==> config.mk <==
export PLATFORM = sky130hd
export DESIGN_NAME = moisture_calibration_interpolator_flat
export DESIGN_NICKNAME = d
export VERILOG_FILES = /design/src/design/mci_pkg.sv /design/src/design/mci_if.sv /design/src/design/mci_alu.sv /design/src/design/mci_table.sv /design/src/design/moisture_calibration_interpolator.sv /design/src/flat_wrapper.sv
export SDC_FILE = /design/constraint.sdc
export NUM_CORES = 1
export LEC_CHECK = 0
export CAP_MARGIN = 20
export CELL_PAD_IN_SITES_DETAIL_PLACEMENT = 0
export CELL_PAD_IN_SITES_GLOBAL_PLACEMENT = 1
export CORE_MARGIN = 2
export CORE_UTILIZATION = 56
export DETAILED_ROUTE_END_ITERATION = 6
export DONT_BUFFER_PORTS = 1
export GPL_TIMING_DRIVEN = 0
export HOLD_SLACK_MARGIN = 0.08
export PLACE_DENSITY = 0.84
export SETUP_SLACK_MARGIN = 0.15
export SYNTH_ARGS = -nofsm -noshare
export SYNTH_HDL_FRONTEND = slang
export SYNTH_HIERARCHICAL = 1
export SYNTH_SLANG_ARGS = --single-unit
==> constraint.sdc <==
create_clock -name clock -period 7.8 [get_ports clock]
set_input_delay 0.39 -clock clock [delete_from_list [all_inputs] [get_ports clock]]
set_output_delay 0.39 -clock clock [all_outputs]
set_load 0.03 [all_outputs]
==> src/design/mci_pkg.sv <==
`default_nettype none

package mci_pkg;

   // table geometry
   localparam int unsigned TableDepth = 11;
   localparam int unsigned LastIndex = TableDepth - 1;
   localparam int unsigned IndexWidth = $clog2(TableDepth);
   localparam int unsigned EntryWidth = 16;

   // default fill
   localparam int unsigned FirstDefault = 1700;
   localparam int unsigned LastDefault = 3000;
   localparam int unsigned DefaultStep = (LastDefault - FirstDefault) / TableDepth;

   // percent scale
   localparam int unsigned PctStep = 10;
   localparam int unsigned FullPct = 100;
   localparam int unsigned PctLimit = (LastIndex + 1) * PctStep;

   // field widths
   localparam int unsigned PercentWidth = 8;
   localparam int unsigned ReadingWidth = 14;
   localparam int unsigned MoistWidth = 7;

   // arithmetic unit width: scaled remainder and shifted divisor
   localparam int unsigned RemWidth = 18;
   localparam int unsigned AluWidth = 19;
   localparam int unsigned QuotWidth = 4;

   // request opcodes
   localparam logic OpSet = 1'b0;
   localparam logic OpConvert = 1'b1;

   // table write port
   typedef struct packed {
      logic                  we;
      logic [IndexWidth-1:0] addr;
      logic [EntryWidth-1:0] data;
   } mci_wr_type;

   // reset value of one table entry
   function automatic logic [EntryWidth-1:0] default_entry(input int unsigned idx);
      logic [EntryWidth-1:0] val;
      if (idx == LastIndex) val = EntryWidth'(LastDefault);
      else val = EntryWidth'(FirstDefault + DefaultStep * idx);
      return val;
   endfunction

   // percent / 10 by reciprocal, exact for percent below PctLimit
   function automatic logic [IndexWidth-1:0] pct_to_index(input logic [PercentWidth-1:0] pct);
      logic [15:0] prod;
      prod = 16'(pct) * 16'd205;
      return prod[11 +: IndexWidth];
   endfunction

endpackage

`default_nettype wire

==> src/design/mci_if.sv <==
`default_nettype none

// request channel
interface mci_req_if;
   logic                                    valid;
   logic                                    ready;
   logic                                    op;
   logic [mci_pkg::PercentWidth-1:0]        point_percent;
   logic [mci_pkg::EntryWidth-1:0]          point_value;
   logic [mci_pkg::ReadingWidth-1:0]        cap_reading;
   logic                                    reading_valid;

   modport source (output valid, op, point_percent, point_value, cap_reading,
                   reading_valid, input ready);
   modport sink (input valid, op, point_percent, point_value, cap_reading,
                 reading_valid, output ready);
endinterface

// response channel
interface mci_rsp_if;
   logic                                    valid;
   logic                                    ready;
   logic [mci_pkg::MoistWidth-1:0]          moisture_percent;
   logic                                    accepted;

   modport source (output valid, moisture_percent, accepted, input ready);
   modport sink (input valid, moisture_percent, accepted, output ready);
endinterface

`default_nettype wire

==> src/design/mci_alu.sv <==
`default_nettype none

// shared subtract / compare unit
module mci_alu (
   input  wire logic [mci_pkg::AluWidth-1:0] alu_a,
   input  wire logic [mci_pkg::AluWidth-1:0] alu_b,
   output logic      [mci_pkg::AluWidth-1:0] alu_diff,
   output logic                              alu_borrow
);

   logic [mci_pkg::AluWidth:0] full_diff;

   // borrow set when a < b
   always_comb begin
      full_diff = {1'b0, alu_a} - {1'b0, alu_b};
      alu_diff = full_diff[mci_pkg::AluWidth-1:0];
      alu_borrow = full_diff[mci_pkg::AluWidth];
   end

endmodule

`default_nettype wire

==> src/design/mci_table.sv <==
`default_nettype none

// calibration table: register file, one write and one read port
module mci_table (
   input  wire logic                               clock,
   input  wire logic                               reset,
   input  wire mci_pkg::mci_wr_type                wr,
   input  wire logic [mci_pkg::IndexWidth-1:0]     rd_addr,
   output logic      [mci_pkg::EntryWidth-1:0]     rd_data
);

   logic [mci_pkg::EntryWidth-1:0] entry_ff [mci_pkg::TableDepth];

   // entries reset to the default fill
   always_ff @(posedge clock) begin
      for (int i = 0; i < mci_pkg::TableDepth; i++) begin
         if (reset) begin
            entry_ff[i] <= mci_pkg::default_entry(i);
         end else if (wr.we && (wr.addr == mci_pkg::IndexWidth'(i))) begin
            entry_ff[i] <= wr.data;
         end
      end
   end

   // read mux; sequencer keeps the address in range
   always_comb begin
      rd_data = entry_ff[0];
      for (int i = 1; i < mci_pkg::TableDepth; i++) begin
         if (rd_addr == mci_pkg::IndexWidth'(i)) rd_data = entry_ff[i];
      end
   end

endmodule

`default_nettype wire

==> src/design/moisture_calibration_interpolator.sv <==
`default_nettype none

// Channel   Port      Dir  Beat
// request   req_chan  in   op, point_percent, point_value, cap_reading, reading_valid
// response  rsp_chan  out  moisture_percent, accepted
//
// Set and invalid convert beats go from idle straight to the finish state; a convert
// beat searches the table and finishes there when the reading falls below the first
// entry or at or above them all, else runs two subtracts, then four restoring divide steps.
// The search reads one entry per cycle via the shared subtractor.
// req_chan.ready is high only while idle; a response held by rsp_chan.ready keeps
// the next result in the finish state. Synchronous reset restores the default fill.

module moisture_calibration_interpolator (
   input  wire logic  clock,
   input  wire logic  reset,
   mci_req_if.sink    req_chan,
   mci_rsp_if.source  rsp_chan
);

   localparam logic [2:0] StIdle   = 3'd0;
   localparam logic [2:0] StSearch = 3'd1;
   localparam logic [2:0] StSubLo  = 3'd2;
   localparam logic [2:0] StSubDen = 3'd3;
   localparam logic [2:0] StDiv    = 3'd4;
   localparam logic [2:0] StFinish = 3'd5;

   localparam int unsigned IW = mci_pkg::IndexWidth;
   localparam int unsigned EW = mci_pkg::EntryWidth;
   localparam int unsigned AW = mci_pkg::AluWidth;
   localparam int unsigned RW = mci_pkg::RemWidth;
   localparam int unsigned QW = mci_pkg::QuotWidth;
   localparam int unsigned MW = mci_pkg::MoistWidth;

   logic [2:0]                      state_ff, state_in;
   logic [mci_pkg::ReadingWidth-1:0] raw_ff, raw_in;
   logic [IW-1:0]                   idx_ff, idx_in;
   logic [EW-1:0]                   lo_ff, lo_in;
   logic [EW-1:0]                   hi_ff, hi_in;
   logic [RW-1:0]                   rem_ff, rem_in;
   logic [EW-1:0]                   den_ff, den_in;
   logic [1:0]                      bit_ff, bit_in;
   logic [QW-1:0]                   quot_ff, quot_in;
   logic [MW-1:0]                   res_ff, res_in;
   logic                            acc_ff, acc_in;
   logic                            rsp_valid_ff, rsp_valid_in;
   logic [MW-1:0]                   rsp_moist_ff, rsp_moist_in;
   logic                            rsp_acc_ff, rsp_acc_in;

   logic [AW-1:0]                   alu_a, alu_b, alu_diff;
   logic                            alu_borrow;
   logic [EW-1:0]                   tbl_data;
   mci_pkg::mci_wr_type             tbl_wr;
   logic                            req_fire;
   logic                            rsp_load;
   logic [QW-1:0]                   quot_next;
   logic [EW-1:0]                   lo_diff;

   assign req_fire = req_chan.valid && req_chan.ready;
   assign rsp_load = (state_ff == StFinish) && (!rsp_valid_ff || rsp_chan.ready);
   assign lo_diff = alu_diff[EW-1:0];

   mci_table u_table (
      .clock   (clock),
      .reset   (reset),
      .wr      (tbl_wr),
      .rd_addr (idx_ff),
      .rd_data (tbl_data)
   );

   mci_alu u_alu (
      .alu_a      (alu_a),
      .alu_b      (alu_b),
      .alu_diff   (alu_diff),
      .alu_borrow (alu_borrow)
   );

   // operand select for the shared unit
   always_comb begin
      alu_a = AW'(raw_ff);
      alu_b = AW'(tbl_data);
      unique case (state_ff)
         StSubLo: begin
            alu_a = AW'(raw_ff);
            alu_b = AW'(lo_ff);
         end
         StSubDen: begin
            alu_a = AW'(hi_ff);
            alu_b = AW'(lo_ff);
         end
         StDiv: begin
            alu_a = AW'(rem_ff);
            alu_b = AW'(den_ff) << bit_ff;
         end
         default: begin
            alu_a = AW'(raw_ff);
            alu_b = AW'(tbl_data);
         end
      endcase
   end

   // table write on a set beat
   always_comb begin
      tbl_wr.we = req_fire && (req_chan.op == mci_pkg::OpSet) &&
                  (req_chan.point_percent < mci_pkg::PercentWidth'(mci_pkg::PctLimit));
      tbl_wr.addr = mci_pkg::pct_to_index(req_chan.point_percent);
      tbl_wr.data = req_chan.point_value;
   end

   // sequencer
   always_comb begin
      state_in = state_ff;
      raw_in = raw_ff;
      idx_in = idx_ff;
      lo_in = lo_ff;
      hi_in = hi_ff;
      rem_in = rem_ff;
      den_in = den_ff;
      bit_in = bit_ff;
      quot_in = quot_ff;
      res_in = res_ff;
      acc_in = acc_ff;
      quot_next = quot_ff;
      unique case (state_ff)
         StIdle: begin
            if (req_fire) begin
               raw_in = req_chan.cap_reading;
               idx_in = '0;
               res_in = '0;
               if (req_chan.op == mci_pkg::OpSet) begin
                  acc_in = tbl_wr.we;
                  state_in = StFinish;
               end else if (req_chan.reading_valid) begin
                  acc_in = 1'b1;
                  state_in = StSearch;
               end else begin
                  acc_in = 1'b0;
                  state_in = StFinish;
               end
            end
         end
         StSearch: begin
            if (alu_borrow) begin
               // first entry above the reading
               hi_in = tbl_data;
               if (idx_ff == '0) begin
                  res_in = '0;
                  state_in = StFinish;
               end else begin
                  state_in = StSubLo;
               end
            end else begin
               lo_in = tbl_data;
               if (idx_ff == IW'(mci_pkg::LastIndex)) begin
                  res_in = MW'(mci_pkg::FullPct);
                  state_in = StFinish;
               end else begin
                  idx_in = idx_ff + 1'b1;
               end
            end
         end
         StSubLo: begin
            // (raw - lo) * 10 as shift-add
            rem_in = (RW'(lo_diff) << 3) + (RW'(lo_diff) << 1);
            state_in = StSubDen;
         end
         StSubDen: begin
            den_in = lo_diff;
            bit_in = 2'd3;
            quot_in = '0;
            state_in = StDiv;
         end
         StDiv: begin
            // one restoring step per cycle
            if (!alu_borrow) begin
               rem_in = alu_diff[RW-1:0];
               quot_next[bit_ff] = 1'b1;
            end
            quot_in = quot_next;
            if (bit_ff == 2'd0) begin
               res_in = MW'(quot_next) +
                        MW'(idx_ff - 1'b1) * MW'(mci_pkg::PctStep);
               state_in = StFinish;
            end else begin
               bit_in = bit_ff - 1'b1;
            end
         end
         StFinish: begin
            if (rsp_load) state_in = StIdle;
         end
         default: begin
            state_in = StIdle;
         end
      endcase
   end

   // output register
   always_comb begin
      rsp_moist_in = rsp_moist_ff;
      rsp_acc_in = rsp_acc_ff;
      rsp_valid_in = rsp_valid_ff && !rsp_chan.ready;
      if (rsp_load) begin
         rsp_valid_in = 1'b1;
         rsp_moist_in = res_ff;
         rsp_acc_in = acc_ff;
      end
   end

   always_ff @(posedge clock) begin
      if (reset) begin
         state_ff <= StIdle;
         rsp_valid_ff <= 1'b0;
      end else begin
         state_ff <= state_in;
         rsp_valid_ff <= rsp_valid_in;
      end
      raw_ff <= raw_in;
      idx_ff <= idx_in;
      lo_ff <= lo_in;
      hi_ff <= hi_in;
      rem_ff <= rem_in;
      den_ff <= den_in;
      bit_ff <= bit_in;
      quot_ff <= quot_in;
      res_ff <= res_in;
      acc_ff <= acc_in;
      rsp_moist_ff <= rsp_moist_in;
      rsp_acc_ff <= rsp_acc_in;
   end

   assign req_chan.ready = (state_ff == StIdle);
   assign rsp_chan.valid = rsp_valid_ff;
   assign rsp_chan.moisture_percent = rsp_moist_ff;
   assign rsp_chan.accepted = rsp_acc_ff;

`ifndef SYNTHESIS
   // divisor is never zero once dividing
   assert property (@(posedge clock) disable iff (reset)
      (state_ff == StDiv) |-> (den_ff != '0))
      else $error("zero divisor in divide step");

   // search never runs past the last entry
   assert property (@(posedge clock) disable iff (reset)
      (state_ff == StSearch) |-> (idx_ff <= IW'(mci_pkg::LastIndex)))
      else $error("search index out of range");

   // a taken beat always leaves idle
   assert property (@(posedge clock) disable iff (reset)
      req_fire |=> (state_ff != StIdle))
      else $error("sequencer stayed idle after a beat");

   // refused results carry zero moisture, all results stay in range
   assert property (@(posedge clock) disable iff (reset)
      rsp_valid_ff |-> ((rsp_acc_ff || (rsp_moist_ff == '0)) &&
                        (rsp_moist_ff <= MW'(mci_pkg::FullPct))))
      else $error("response moisture out of range");
`endif

endmodule

`default_nettype wire

==> src/flat_wrapper.sv <==
// flat-port wrapper written by rule: the top's interface ports become plain ports
module moisture_calibration_interpolator_flat 
  (clock, reset, req_chan_valid, req_chan_op, req_chan_point_percent, req_chan_point_value, req_chan_cap_reading, req_chan_reading_valid, req_chan_ready, rsp_chan_valid, rsp_chan_moisture_percent, rsp_chan_accepted, rsp_chan_ready);
  mci_req_if req_chan_i ();
  mci_rsp_if rsp_chan_i ();
  input  wire logic clock;
  input  wire logic reset;
  input wire logic [$bits(req_chan_i.valid)-1:0] req_chan_valid;
  input wire logic [$bits(req_chan_i.op)-1:0] req_chan_op;
  input wire logic [$bits(req_chan_i.point_percent)-1:0] req_chan_point_percent;
  input wire logic [$bits(req_chan_i.point_value)-1:0] req_chan_point_value;
  input wire logic [$bits(req_chan_i.cap_reading)-1:0] req_chan_cap_reading;
  input wire logic [$bits(req_chan_i.reading_valid)-1:0] req_chan_reading_valid;
  output wire logic [$bits(req_chan_i.ready)-1:0] req_chan_ready;
  output wire logic [$bits(rsp_chan_i.valid)-1:0] rsp_chan_valid;
  output wire logic [$bits(rsp_chan_i.moisture_percent)-1:0] rsp_chan_moisture_percent;
  output wire logic [$bits(rsp_chan_i.accepted)-1:0] rsp_chan_accepted;
  input wire logic [$bits(rsp_chan_i.ready)-1:0] rsp_chan_ready;
  assign req_chan_i.valid = req_chan_valid;
  assign req_chan_i.op = req_chan_op;
  assign req_chan_i.point_percent = req_chan_point_percent;
  assign req_chan_i.point_value = req_chan_point_value;
  assign req_chan_i.cap_reading = req_chan_cap_reading;
  assign req_chan_i.reading_valid = req_chan_reading_valid;
  assign req_chan_ready = req_chan_i.ready;
  assign rsp_chan_valid = rsp_chan_i.valid;
  assign rsp_chan_moisture_percent = rsp_chan_i.moisture_percent;
  assign rsp_chan_accepted = rsp_chan_i.accepted;
  assign rsp_chan_i.ready = rsp_chan_ready;
  moisture_calibration_interpolator u_core (.clock(clock), .reset(reset), .req_chan(req_chan_i), .rsp_chan(rsp_chan_i));
endmodule
# Word level (Yosys, flattened, before mapping)
# Memories as Yosys holds them, arrays and structs flattened.
# Index checks and enable logic that the tools add are counted.
# totals
mem_count	1
ramBits	176
word_cells	212
register_bits	110
# mem_list
memory	words	width	read_ports	rd_clocked_by_memory_dff	wr	line_no	source
u_core.u_table.entry_ff	11	16	11	0	11	mci_table.sv:12	logic [mci_pkg::EntryWidth-1:0] entry_ff [mci_pkg::TableDepth];
# classes
n_bitwise	14
n_shift	1
eq_ne	34
order_cmp	3
add_sub_neg	6
n_mux	100
reduce_logical	37
multipliers	2
# ops
op	n
16-bit 2-to-1 mux	32
18-bit case mux with 2 select lines	2
1-bit 2-to-1 mux	39
19-bit case mux with 2 select lines	1
7-bit 2-to-1 mux	5
4-bit by 3-bit equality test with 1-bit output (second input constant)	8
4-bit equality test (second input constant)	6
3-bit 2-to-1 mux	8
7-bit case mux with 3 select lines	1
4-bit 2-to-1 mux	5
18-bit by 19-bit subtractor with 20-bit output	1
16-bit by 2-bit left shift with 19-bit output	1
18-bit by 17-bit adder with 18-bit output	1
18-bit 2-to-1 mux	1
3-bit case mux with 6 select lines	1
1-bit logical AND	17
4-bit by 2-bit equality test with 1-bit output (second input constant)	4
4-bit case mux with 2 select lines	2
8-bit by 8-bit multiplier with 15-bit output (second input constant)	1
1-bit OR	11
2-bit != test (second input constant)	5
2-bit AND reduction	5
4-bit by 1-bit equality test with 1-bit output (second input constant)	2
4-bit logical NOT	2
other kinds (27)	36

# Depth between registers and ports, before layout
# Gate-level depths: netlist (run 1).
# depth
depth_word	18
ltp_mapped	29

# By module
# The synthesis (run 1) kept the hierarchy.
# by_module_without_submodules
mod	n_inst	cells_per_inst	area_each_um2
mci_table	1	763	8867.3
moisture_calibration_interpolator	1	643	7118.1
mci_alu	1	173	1143.6

# Least setup slack after synthesis (run 1)
# No wires, ideal clock.
# synth_path
path_type	register -> register
from	reg u_core.idx_ff[3]
to	reg u_core.res_ff[6] (data pin)
t_arrival_ns	5.009
stages_incl_launch_ff	30
setup_slack_ns	2.522
setup_time_ns	0.270
path_buffers	4
period_less_slack_ns	5.278
cell_sequence	edfxtp_1 > buf_6 > or2_1 > buf_6 > buf_6 > o2bb2ai_2 > nand2_1 > a221oi_2 > a2bb2oi_1 > nor2b_1 > a211oi_1 > a31oi_1 > inv_1 > ha_1 > clkbuf_1 > a21o_1 > o21bai_1 > a31oi_1 > nand2_1 > a31oi_1 > inv_1 > a21oi_1 > inv_1 > ha_1 > a21o_1 > a21oi_1 > nor3b_1 > xnor2_1 > xnor2_1 > o21ai_0
# synth_between
elab_chain_len	18
elab_cells_between_ends	30
classes_between	3 x add/sub; 1 x mul; 10 x eq/ne; 16 x mux
# synth_lines
item	line_no	source
start, declared	moisture_calibration_interpolator.sv:37	logic [IW-1:0] idx_ff, idx_in;
start signal, assigned	moisture_calibration_interpolator.sv:218	idx_ff <= idx_in;
4-bit by 1-bit equality test with 1-bit output	mci_table.sv:29	if (rd_addr == mci_pkg::IndexWidth'(i)) rd_data = entry_ff[i];
16-bit 2-to-1 mux (9 in series)	mci_table.sv:29	
16-bit 2-to-1 mux (*)	mci_table.sv:29	
via u_core.tbl_data[14]	moisture_calibration_interpolator.sv:52	logic [EW-1:0] tbl_data;
19-bit case mux with 2 select lines (*)	moisture_calibration_interpolator.sv:82	unique case (state_ff)
via u_core.alu_b[14]	moisture_calibration_interpolator.sv:50	logic [AW-1:0] alu_a, alu_b, alu_diff;
18-bit by 19-bit subtractor with 20-bit output (*)	mci_alu.sv:15	full_diff = {1'b0, alu_a} - {1'b0, alu_b};
via u_core.alu_borrow	moisture_calibration_interpolator.sv:51	logic alu_borrow;
4-bit 2-to-1 mux	moisture_calibration_interpolator.sv:175	if (!alu_borrow) begin
4-bit 2-to-1 mux	moisture_calibration_interpolator.sv:124	unique case (state_ff)
4-bit by 7-bit adder with 7-bit output	moisture_calibration_interpolator.sv:181	res_in = MW'(quot_next) +
7-bit 2-to-1 mux	moisture_calibration_interpolator.sv:180	if (bit_ff == 2'd0) begin
7-bit case mux with 3 select lines (*)	moisture_calibration_interpolator.sv:124	
via u_core.res_in[6]	moisture_calibration_interpolator.sv:44	logic [MW-1:0] res_ff, res_in;
end signal, assigned	moisture_calibration_interpolator.sv:225	res_ff <= res_in;
end, declared	moisture_calibration_interpolator.sv:44	
# The timed path passes the listed nets; every way through them passes the cells marked *. The select of a mux whose other input is x is not followed.
# A chain may end at the register's enable or synchronous reset.

# Worst setup path after layout (run 1)
# layout_path
from	reg u_core.idx_ff[0]
to	reg u_core.res_ff[6] (data pin)
# The elaborated chain is that of the path after synthesis.

==> metrics.cfg, run 1 <==
[die]
coreArea_um2 = 29800
ios = 54
fp.dieW_um = 178.4
start_util_pct = 57.19
num_rows = 63
die-area_um2 = 31840
die_h_um = 178.4

[cells_and_area]
syn_to_final_growth_pct = 12.02
fill_cells = 2372
layout-drive-gt1-share_pct = 9.766
final_cell_mix = edfxtp_1 (282), nand2_1 (134), and2_1 (118), ha_1 (92), a21oi_1 (90)
nNetsFinal = 1795
n_antenna_cell = 0
final_common_cell = edfxtp_1

[worst_setup_path]
crit_required_ns = 8.02
r2r_slack_ns = 0.47
cp.arrival_ns = 7.55
cp_max_fo = 10
critical_path_class = reg -> reg
endpoint_kind = register
startpoint_type = register

[detailed_routing]
route.detailed.drc = 0
drt_iter0_markers = 1362
drt-wirelength-per-cell_um = 24.80
wl_met1_um = 20150
drt_wl_total_um = 51050
vias = 12850
antenna_left = 0
dr.pass1.iters = 5
vias_per_cell = 6.241
dr_wl_met3_um = 3720
met2_length_um = 24470
routed.top_layer = met5

[global_route]
grt_pass1_wl_um = 76260
antenna_found_initial = 2
grt_max_degree = 18
overflow = 0
grt_use_total_pct = 32.60
first_global_vias = 12740

[placement]
dp_hpwl_um = 37110
place.gp.congestion = 0.9333
io_buffers = 0

[job]
maxCapViolCount = 0

[timing]
setup_viol_count_final = 0
hold_viol = 0
setup_tns_ns = 0
skew_ns = 0.03126
period_minus_slack_ns = 7.329
period_share_pct = 93.96
fmaxAchievable_mhz = 136.4
drv_slew = 0
tightest_slew_ns = 0.9960
grt_setup_unrepaired = false
slew_headroom_pct = 33.36

[clocking]
htreeDepth = 2
clk_path_buf_depth = 3
numClockSinks = 286
cts_buffers = 34
path_clk_slew_ns = 0.05
cts_tree = built
ctsRootBufferMaster = clkbuf_16
cts_setup_buffers = 0
insertion_delay_ns = 0.53

[yosys]
avgSynthCellArea_um2 = 10.89
yosys_warnings = 6
netlist_area_um2 = 17040
syn_nets = 1714
syn_inst = 1565

[worst_hold_path]
holdCritPathClass = in -> reg

[status]
status = finished clean

routing by layer:
| metal | global-route usage, % | vias to the layer above |
|---|---|---|
| li1 | - | 5913 |
| met1 | 41.35 | 6187 |
| met2 | 55.05 | 613 |
| met3 | 4.518 | 136 |
| met4 | 15.79 | 2 |
| met5 | 0 | - |
flip-flops by register name, summed over array words and instances, names as in the netlist:
name                              flops
u_core/quot_ff                        4
u_core/res_ff                         7
u_core/state_ff                       3
u_core/raw_ff                        14
u_core/rsp_chan.valid                 1
u_core/bit_ff                         2
u_core/u_table/entry_ff             176
u_core/acc_ff                         1
u_core/den_ff                        16
u_core/rsp_chan.moisture_percent      7
u_core/idx_ff                         4
u_core/rsp_chan.accepted              1
u_core/hi_ff                         16
u_core/rem_ff                        18
u_core/lo_ff                         16
layout make-up:
| type | instances | area [µm²] | area share (%) |
|---|---|---|---|
| flip-flops and latches | 286 | 8548 | 44.78 |
| multi-input cells | 1106 | 7800 | 40.86 |
| plain buffers | 108 | 505.5 | 2.648 |
| inverters | 65 | 245.2 | 1.285 |
| clock inverters | 20 | 141.4 | 0.7406 |
| repair buffers | 45 | 491.7 | 2.576 |
| well taps | 390 | 488.0 | 2.556 |
| clock buffers | 39 | 869.6 | 4.555 |
stage by stage:
| stage | area [µm²] | utilization, % | hold WS [ns] | setup WS (ns) | cells |
|---|---|---|---|---|---|
| after floorplan | 17040 | - | 0.4003 | 2.532 | 1565 |
| after global placement | 17530 | 58.83 | 0.4017 | 0.5530 | 1955 |
| after detailed placement | 17720 | 59.49 | 0.4093 | 0.4279 | 1966 |
| after CTS | 19070 | 63.99 | 0.1292 | 0.4042 | 2058 |
| after global routing | 19090 | 64.07 | 0.1686 | 0.1638 | 2059 |
| final | 19090 | 64.07 | 0.1402 | 0.4708 | 2059 |
path summary, 6_finish.rpt:
kind / from / to / depth (start not counted)
worst max-delay path: u_core/idx_ff[0] / u_core/res_ff[6] / 26
worst min-delay path: req_chan_reading_valid / u_core/state_ff[2] / 2
worst max register to register: u_core/idx_ff[0] / u_core/res_ff[6] / 26
worst min register to register: u_core/res_ff[4] / u_core/rsp_chan.moisture_percent[4] / 0
worst max-delay path, cell delays in order, from the launching register on:
cell	delay, ns
edfxtp_1	0.63
buf_2	0.40
buf_4	0.32
mux2i_1	0.12
nor2_1	0.10
a21oi_1	0.09
a221oi_1	0.69
a2bb2oi_2	0.33
mux2i_1	0.12
o21ai_0	0.20
inv_1	0.09
ha_1	0.34
o211ai_1	0.18
a21oi_1	0.11
o21ai_0	0.53
o21ai_1	0.25
a31oi_1	0.52
inv_1	0.35
a21oi_1	0.37
inv_1	0.09
ha_1	0.30
a21o_1	0.18
a21oi_1	0.22
nor3b_1	0.09
xnor2_1	0.17
xnor2_1	0.14
o21ai_0	0.11
timing repair:
item	in CTS	in global routing
setup endpoints to repair	0	1
endpoints found under the hold margin	35	0
hold buffers	33	0
gates resized for setup	0	3
Power of run 1 is left out: the tool's default activity adds up to more than one toggle a clock period on the data nets, which glitch-free logic cannot reach.
==> run 2: changes to the inputs <==
--- a/config.mk
+++ b/config.mk
@@ -8,13 +8,13 @@
 export CAP_MARGIN = 20
 export CELL_PAD_IN_SITES_DETAIL_PLACEMENT = 0
 export CELL_PAD_IN_SITES_GLOBAL_PLACEMENT = 1
-export CORE_MARGIN = 2
 export CORE_UTILIZATION = 56
 export DETAILED_ROUTE_END_ITERATION = 6
 export DONT_BUFFER_PORTS = 1
 export GPL_TIMING_DRIVEN = 0
 export HOLD_SLACK_MARGIN = 0.08
 export PLACE_DENSITY = 0.84
+export RECOVER_POWER = 100
 export SETUP_SLACK_MARGIN = 0.15
 export SYNTH_ARGS = -nofsm -noshare
 export SYNTH_HDL_FRONTEND = slang
==> metrics.cfg, run 2 (synthesis results as in run 1) <==
[timing]
setup_viol_count_final = 0  ; unchanged
hold_viol = 0  ; unchanged
fmaxAchievable_mhz = 133.9  ; -1.9%
tightest_slew_ns = 2.222  ; +1.226 ns
skew_ns = 0.01750  ; -0.01376 ns
grt_setup_unrepaired = false
slew_headroom_pct = -51.96  ; -85 points
setup_tns_ns = 0  ; unchanged
drv_slew = 40  ; +40
period_share_pct = 95.77  ; +1.8 points
period_minus_slack_ns = 7.470  ; +0.1412 ns

[cells_and_area]
fill_cells = 2421  ; +2.1%
n_antenna_cell = 0  ; unchanged
layout-drive-gt1-share_pct = 7.476  ; -2.3 points
largest_reg_flops = 176  ; unchanged
syn_to_final_growth_pct = 11.22
reg_top3 = u_core/u_table/entry_ff (176), u_core/rem_ff (18)
nNetsFinal = 1796  ; +0.056%
final_cell_mix = edfxtp_1 (282), nand2_1 (134), a21oi_1 (92), ha_1 (92), clkbuf_1 (88)
final_common_cell = edfxtp_1
regMostFlops = u_core/u_table/entry_ff

[die]
coreArea_um2 = 29800  ; unchanged
die-area_um2 = 31130  ; -2.2%
num_rows = 63  ; unchanged
ios = 54  ; unchanged
die_h_um = 176.4  ; -1.1%
start_util_pct = 57.19  ; unchanged
fp.dieW_um = 176.4  ; -1.1%

[status]
status = complete, but fails checks
violations = max-capacitance violations, max-slew violations

[clocking]
path_clk_slew_ns = 0.05  ; about the same
cts_setup_buffers = 0  ; unchanged
cts_buffers = 34  ; unchanged
ctsRootBufferMaster = clkbuf_16
cts_tree = built
numClockSinks = 286  ; unchanged
htreeDepth = 2  ; unchanged
insertion_delay_ns = 0.52  ; about the same
clk_path_buf_depth = 3  ; unchanged

[global_route]
grt_use_total_pct = 33.31  ; +0.70 points
grt_max_degree = 19  ; +1
use_met2_pct = 55.10  ; about the same
grt_util_met3_pct = 4.156  ; -0.36 points
top_usage_layer = met2
grt_pass1_wl_um = 76250  ; about the same
first_global_vias = 12900  ; +1.3%
grtUsageMet1_pct = 42.47  ; +1.1 points
overflow = 0  ; unchanged
antenna_found_initial = 2  ; unchanged

[detailed_routing]
antenna_left = 0  ; unchanged
dr.pass1.iters = 5  ; unchanged
drt_iter0_markers = 1192  ; -12%
vias_per_cell = 6.269  ; +0.45%
drt_wl_total_um = 50840  ; -0.42%
vias = 12930  ; +0.59%
drt-wirelength-per-cell_um = 24.66  ; -0.56%
route.detailed.drc = 0  ; unchanged

[placement]
io_buffers = 0  ; unchanged
dp_hpwl_um = 36860  ; -0.67%
place.gp.congestion = 0.9584  ; +2.7%

[worst_setup_path]
r2r_slack_ns = 0.33  ; -0.14 ns
endpoint_kind = register
cp_max_fo = 10  ; unchanged
crit_required_ns = 8.04  ; +0.02 ns
critical_path_class = reg -> reg
startpoint_type = register
cp.arrival_ns = 7.71  ; +0.16 ns

[job]
maxCapViolCount = 3  ; +3

[worst_hold_path]
holdCritPathClass = in -> reg

run 2: cell types whose count changed in the layout (fill, tap and decap cells not counted), moves of 3 or more:
| cell | before | now |
|---|---|---|
| clkinv_2 | 8 | 5 |
| o21bai_1 | 3 | 12 |
| o21bai_2 | 10 | 1 |
| o21ai_0 | 70 | 73 |
| clkinv_1 | 7 | 10 |
| buf_8 | 9 | 0 |
| and2_0 | 1 | 74 |
| buf_2 | 33 | 27 |
| clkbuf_1 | 66 | 88 |
| and2_1 | 118 | 45 |
run 2: final timing paths:
path                                             start                             endpoint  cells past startpoint
worst min register to register        u_core/res_ff[3]  u_core/rsp_chan.moisture_percent[3]                      0
worst max-delay path                  u_core/idx_ff[1]                     u_core/res_ff[6]                     25
worst max register to register        u_core/idx_ff[1]                     u_core/res_ff[6]                     25
worst min-delay path            req_chan_reading_valid                   u_core/state_ff[2]                      2
run 2: worst max-delay path: stages, from the launching register on:
cell and delay (ns):
edfxtp_1 0.46, buf_2 0.30, buf_2 0.28, clkbuf_1 0.69, buf_2 0.43, mux2i_1 0.23, a2bb2oi_1 0.47, mux2i_1 0.16
o21ai_0 0.33, inv_1 0.08, ha_1 0.35, o211ai_1 0.19, a21oi_1 0.12, o21ai_1 0.41, o21ai_1 0.19, a31oi_1 0.45
inv_1 0.31, a21oi_1 0.38, inv_1 0.08, ha_1 0.30, a21o_1 0.18, a21oi_1 0.22, nor3b_1 0.10, xnor2_1 0.19
xnor2_1 0.14, o21ai_0 0.10
run 2: timing repair:
action / 4_1_cts / 5_1_grt
hold buffers: 33 / 0
gates resized for setup: 0 / 2
setup endpoints to repair: 0 / 1
endpoints found under the hold margin: 35 / 0
run 2: area by class of cell:
| cell class | instances | area [µm²] | area share (%) |
|---|---|---|---|
| clock buffers | 41 | 898.4 | 4.740 |
| repair buffers | 46 | 382.9 | 2.020 |
| well taps | 390 | 488.0 | 2.575 |
| inverters | 65 | 245.2 | 1.294 |
| flip-flops and latches | 286 | 8548 | 45.10 |
| plain buffers | 108 | 489.2 | 2.581 |
| multi-input cells | 1106 | 7716 | 40.71 |
| clock inverters | 20 | 185.2 | 0.9770 |
run 2: metal layers:
| layer | vias to the layer above | share of wire [%] |
|---|---|---|
| met1 | 6251 | 40 |
| li1 | 5898 | - |
| met5 | - | 0.030 |
| met4 | 2 | 5.8 |
| met3 | 155 | 7.4 |
| met2 | 621 | 47 |
run 2: through the flow:
| stage | hold WS [ns] | instance area [µm²] | setup WS [ns] | utilization [%] | cells |
|---|---|---|---|---|---|
| 2_1_floorplan | 0.4003 | 17040 | 2.532 | - | 1565 |
| 3_3_place_gp | 0.4013 | 17530 | 0.4595 | 58.83 | 1955 |
| 3_5_place_dp | 0.4045 | 17740 | 0.3896 | 59.54 | 1967 |
| 4_1_cts | 0.1477 | 19150 | 0.3043 | 64.28 | 2061 |
| 5_1_grt | 0.1658 | 18950 | 0.1021 | 63.61 | 2062 |
| 6_report | 0.1621 | 18950 | 0.3296 | 63.61 | 2062 |
Power of run 2 is left out for the same reason.
==> run 3: changes to the inputs <==
--- a/config.mk
+++ b/config.mk
@@ -8,12 +8,12 @@
 export CAP_MARGIN = 20
 export CELL_PAD_IN_SITES_DETAIL_PLACEMENT = 0
 export CELL_PAD_IN_SITES_GLOBAL_PLACEMENT = 1
-export CORE_UTILIZATION = 56
+export CORE_UTILIZATION = 50
 export DETAILED_ROUTE_END_ITERATION = 6
 export DONT_BUFFER_PORTS = 1
 export GPL_TIMING_DRIVEN = 0
 export HOLD_SLACK_MARGIN = 0.08
-export PLACE_DENSITY = 0.84
+export PLACE_DENSITY = 0.76
 export RECOVER_POWER = 100
 export SETUP_SLACK_MARGIN = 0.15
 export SYNTH_ARGS = -nofsm -noshare
==> metrics.cfg, run 3 (synthesis results as in run 1) <==
[status]
status = complete, but fails checks
violations = max-capacitance violations, max-slew violations

[global_route]
grt_util_met3_pct = 3.385  ; -0.77 points
grt_pass1_wl_um = 78680  ; +3.2%
grt_max_degree = 19  ; unchanged
top_usage_layer = met2
use_met2_pct = 51.41  ; -3.7 points
grtUsageMet1_pct = 38.03  ; -4.4 points
overflow = 0  ; unchanged
antenna_found_initial = 1  ; -1
grt_use_total_pct = 30.01  ; -3.3 points
first_global_vias = 12880  ; -0.15%

[detailed_routing]
drt_wl_total_um = 51940  ; +2.2%
route.detailed.drc = 0  ; unchanged
drt-wirelength-per-cell_um = 24.56  ; -0.39%
drt_iter0_markers = 1144  ; -4.0%
antenna_left = 0  ; unchanged
dr.pass1.iters = 5  ; unchanged
vias_per_cell = 6.072  ; -3.1%
vias = 12840  ; -0.66%

[cells_and_area]
final_cell_mix = edfxtp_1 (282), nand2_1 (134), clkbuf_1 (92), a21oi_1 (92), ha_1 (92)
final_common_cell = edfxtp_1
syn_to_final_growth_pct = 10.81
reg_top3 = u_core/u_table/entry_ff (176), u_core/rem_ff (18)
instances_no_fill = 2115  ; +2.6%
regMostFlops = u_core/u_table/entry_ff
multiInputGateArea_um2 = 7687  ; -0.37%
fill_cells = 2970  ; +23%
nNetsFinal = 1792  ; -0.22%
ff_latch_area_um2 = 8548  ; unchanged
layout-drive-gt1-share_pct = 7.383  ; -0.093 points
largest_reg_flops = 176  ; unchanged

[placement]
place.gp.congestion = 0.9442  ; -1.5%
dp_hpwl_um = 37570  ; +1.9%
place_inst = 2023  ; +2.8%
io_buffers = 0  ; unchanged

[timing]
slew_headroom_pct = -29.61  ; +22 points
hold_viol = 0  ; unchanged
fmaxAchievable_mhz = 136.5  ; +2.0%
period_share_pct = 93.93  ; -1.8 points
grt_setup_unrepaired = true
setup_viol_count_final = 0  ; unchanged
setup_tns_ns = 0  ; unchanged
period_minus_slack_ns = 7.326  ; -0.1440 ns
skew_ns = 0.02676  ; +0.009258 ns
drv_slew = 74  ; +85%
tightest_slew_ns = 1.940  ; -0.2817 ns

[clocking]
path_clk_slew_ns = 0.06  ; about the same
clk_path_buf_depth = 3  ; unchanged
cts_buffers = 35  ; +2.9%
ctsRootBufferMaster = clkbuf_16
htreeDepth = 2  ; unchanged
insertion_delay_ns = 0.52  ; about the same
cts_tree = built
numClockSinks = 286  ; unchanged

[die]
ios = 54  ; unchanged
fp.dieW_um = 186.6  ; +5.8%
start_util_pct = 50.82  ; -6.4 points
die-area_um2 = 34830  ; +12%
num_rows = 67  ; +6.3%
die_h_um = 186.6  ; +5.8%
coreArea_um2 = 33530  ; +13%

[worst_setup_path]
startpoint_type = register
cp.arrival_ns = 7.57  ; -0.14 ns
crit_required_ns = 8.04  ; about the same
endpoint_kind = register
critical_path_class = reg -> reg
cp_max_fo = 10  ; unchanged

[job]
maxCapViolCount = 5  ; +2

[worst_hold_path]
holdCritPathClass = in -> reg

[run 3: cell count changes in the layout (fill, tap and decap cells not counted), sizes merged]
cell,change
bufinv,-3
diode,+1
inv,+2
clkbuf,+3
dlygate4sd3,-3
clkinv,-2
buf,-3
[run 3: cell type report]
class / instances / area share, %
clock buffer: 43 / 4.797
inverter: 65 / 1.299
clock inverter: 17 / 0.5632
sequential: 286 / 45.27
tap: 448 / 2.968
multi-input combinational: 1106 / 40.71
buffer: 108 / 2.571
timing repair buffer: 41 / 1.809
antenna: 1 / 0.01325
[run 3: metrics by stage]
step           worst slack [ns]  hold slack [ns]  utilization [%]  area, µm²
6_report                 0.4737          0.08050            56.31      18880
5_1_grt                 0.07574          0.09834            56.31      18880
4_1_cts                  0.2405          0.08396            56.97      19100
3_5_place_dp             0.2750           0.4084            53.05      17790
3_3_place_gp             0.3328           0.4026            52.49      17600
2_1_floorplan             2.532           0.4003                -      17040
[run 3: final timing paths]
check	start	end	slack, ns	cells past startpoint
worst max-delay path	u_core/idx_ff[2]	u_core/rem_ff[16]	0.47	24
worst min-delay path	req_chan_point_value[8]	u_core/u_table/entry_ff[2][8]	0.08	1
worst max register to register	u_core/idx_ff[2]	u_core/rem_ff[16]	0.47	24
worst min register to register	u_core/res_ff[1]	u_core/rsp_chan.moisture_percent[1]	0.42	0
[run 3: what timing repair did]
item / 4_1_cts / 5_1_grt
endpoints found under the hold margin: 32 / 0
hold buffers: 30 / 0
buffers inserted: 0 / 0
resized for setup: 0 / 3
endpoints found under the setup margin: 0 / 4
[run 3: critical path, stage by stage (launching register included)]
cell and delay, ns:
edfxtp_1 0.44, clkbuf_1 0.45, clkbuf_1 0.53, nor2b_1 0.28, buf_2 0.31, a221oi_1 0.25, a2bb2oi_1 0.26, o22ai_1 0.22
a21oi_1 0.08, a41o_1 0.26, ha_1 0.21, fa_1 0.40, nand2b_1 0.19, a21oi_1 0.51, and2b_2 0.31, o21ai_0 0.19
xor2_1 0.40, ha_1 0.31, clkbuf_1 0.19, a21oi_1 0.16, o21ai_0 0.22, a221o_1 0.39, a41oi_1 0.22, xor2_1 0.20
o21ai_1 0.08
[run 3: metal layers]
layer / part of all wire [%] / wire length [µm]
met2: 48 / 24980
met4: 5.1 / 2675
met1: 41 / 21270
met3: 5.8 / 3009
met5: 0 / 0
Power of run 3 is left out for the same reason.
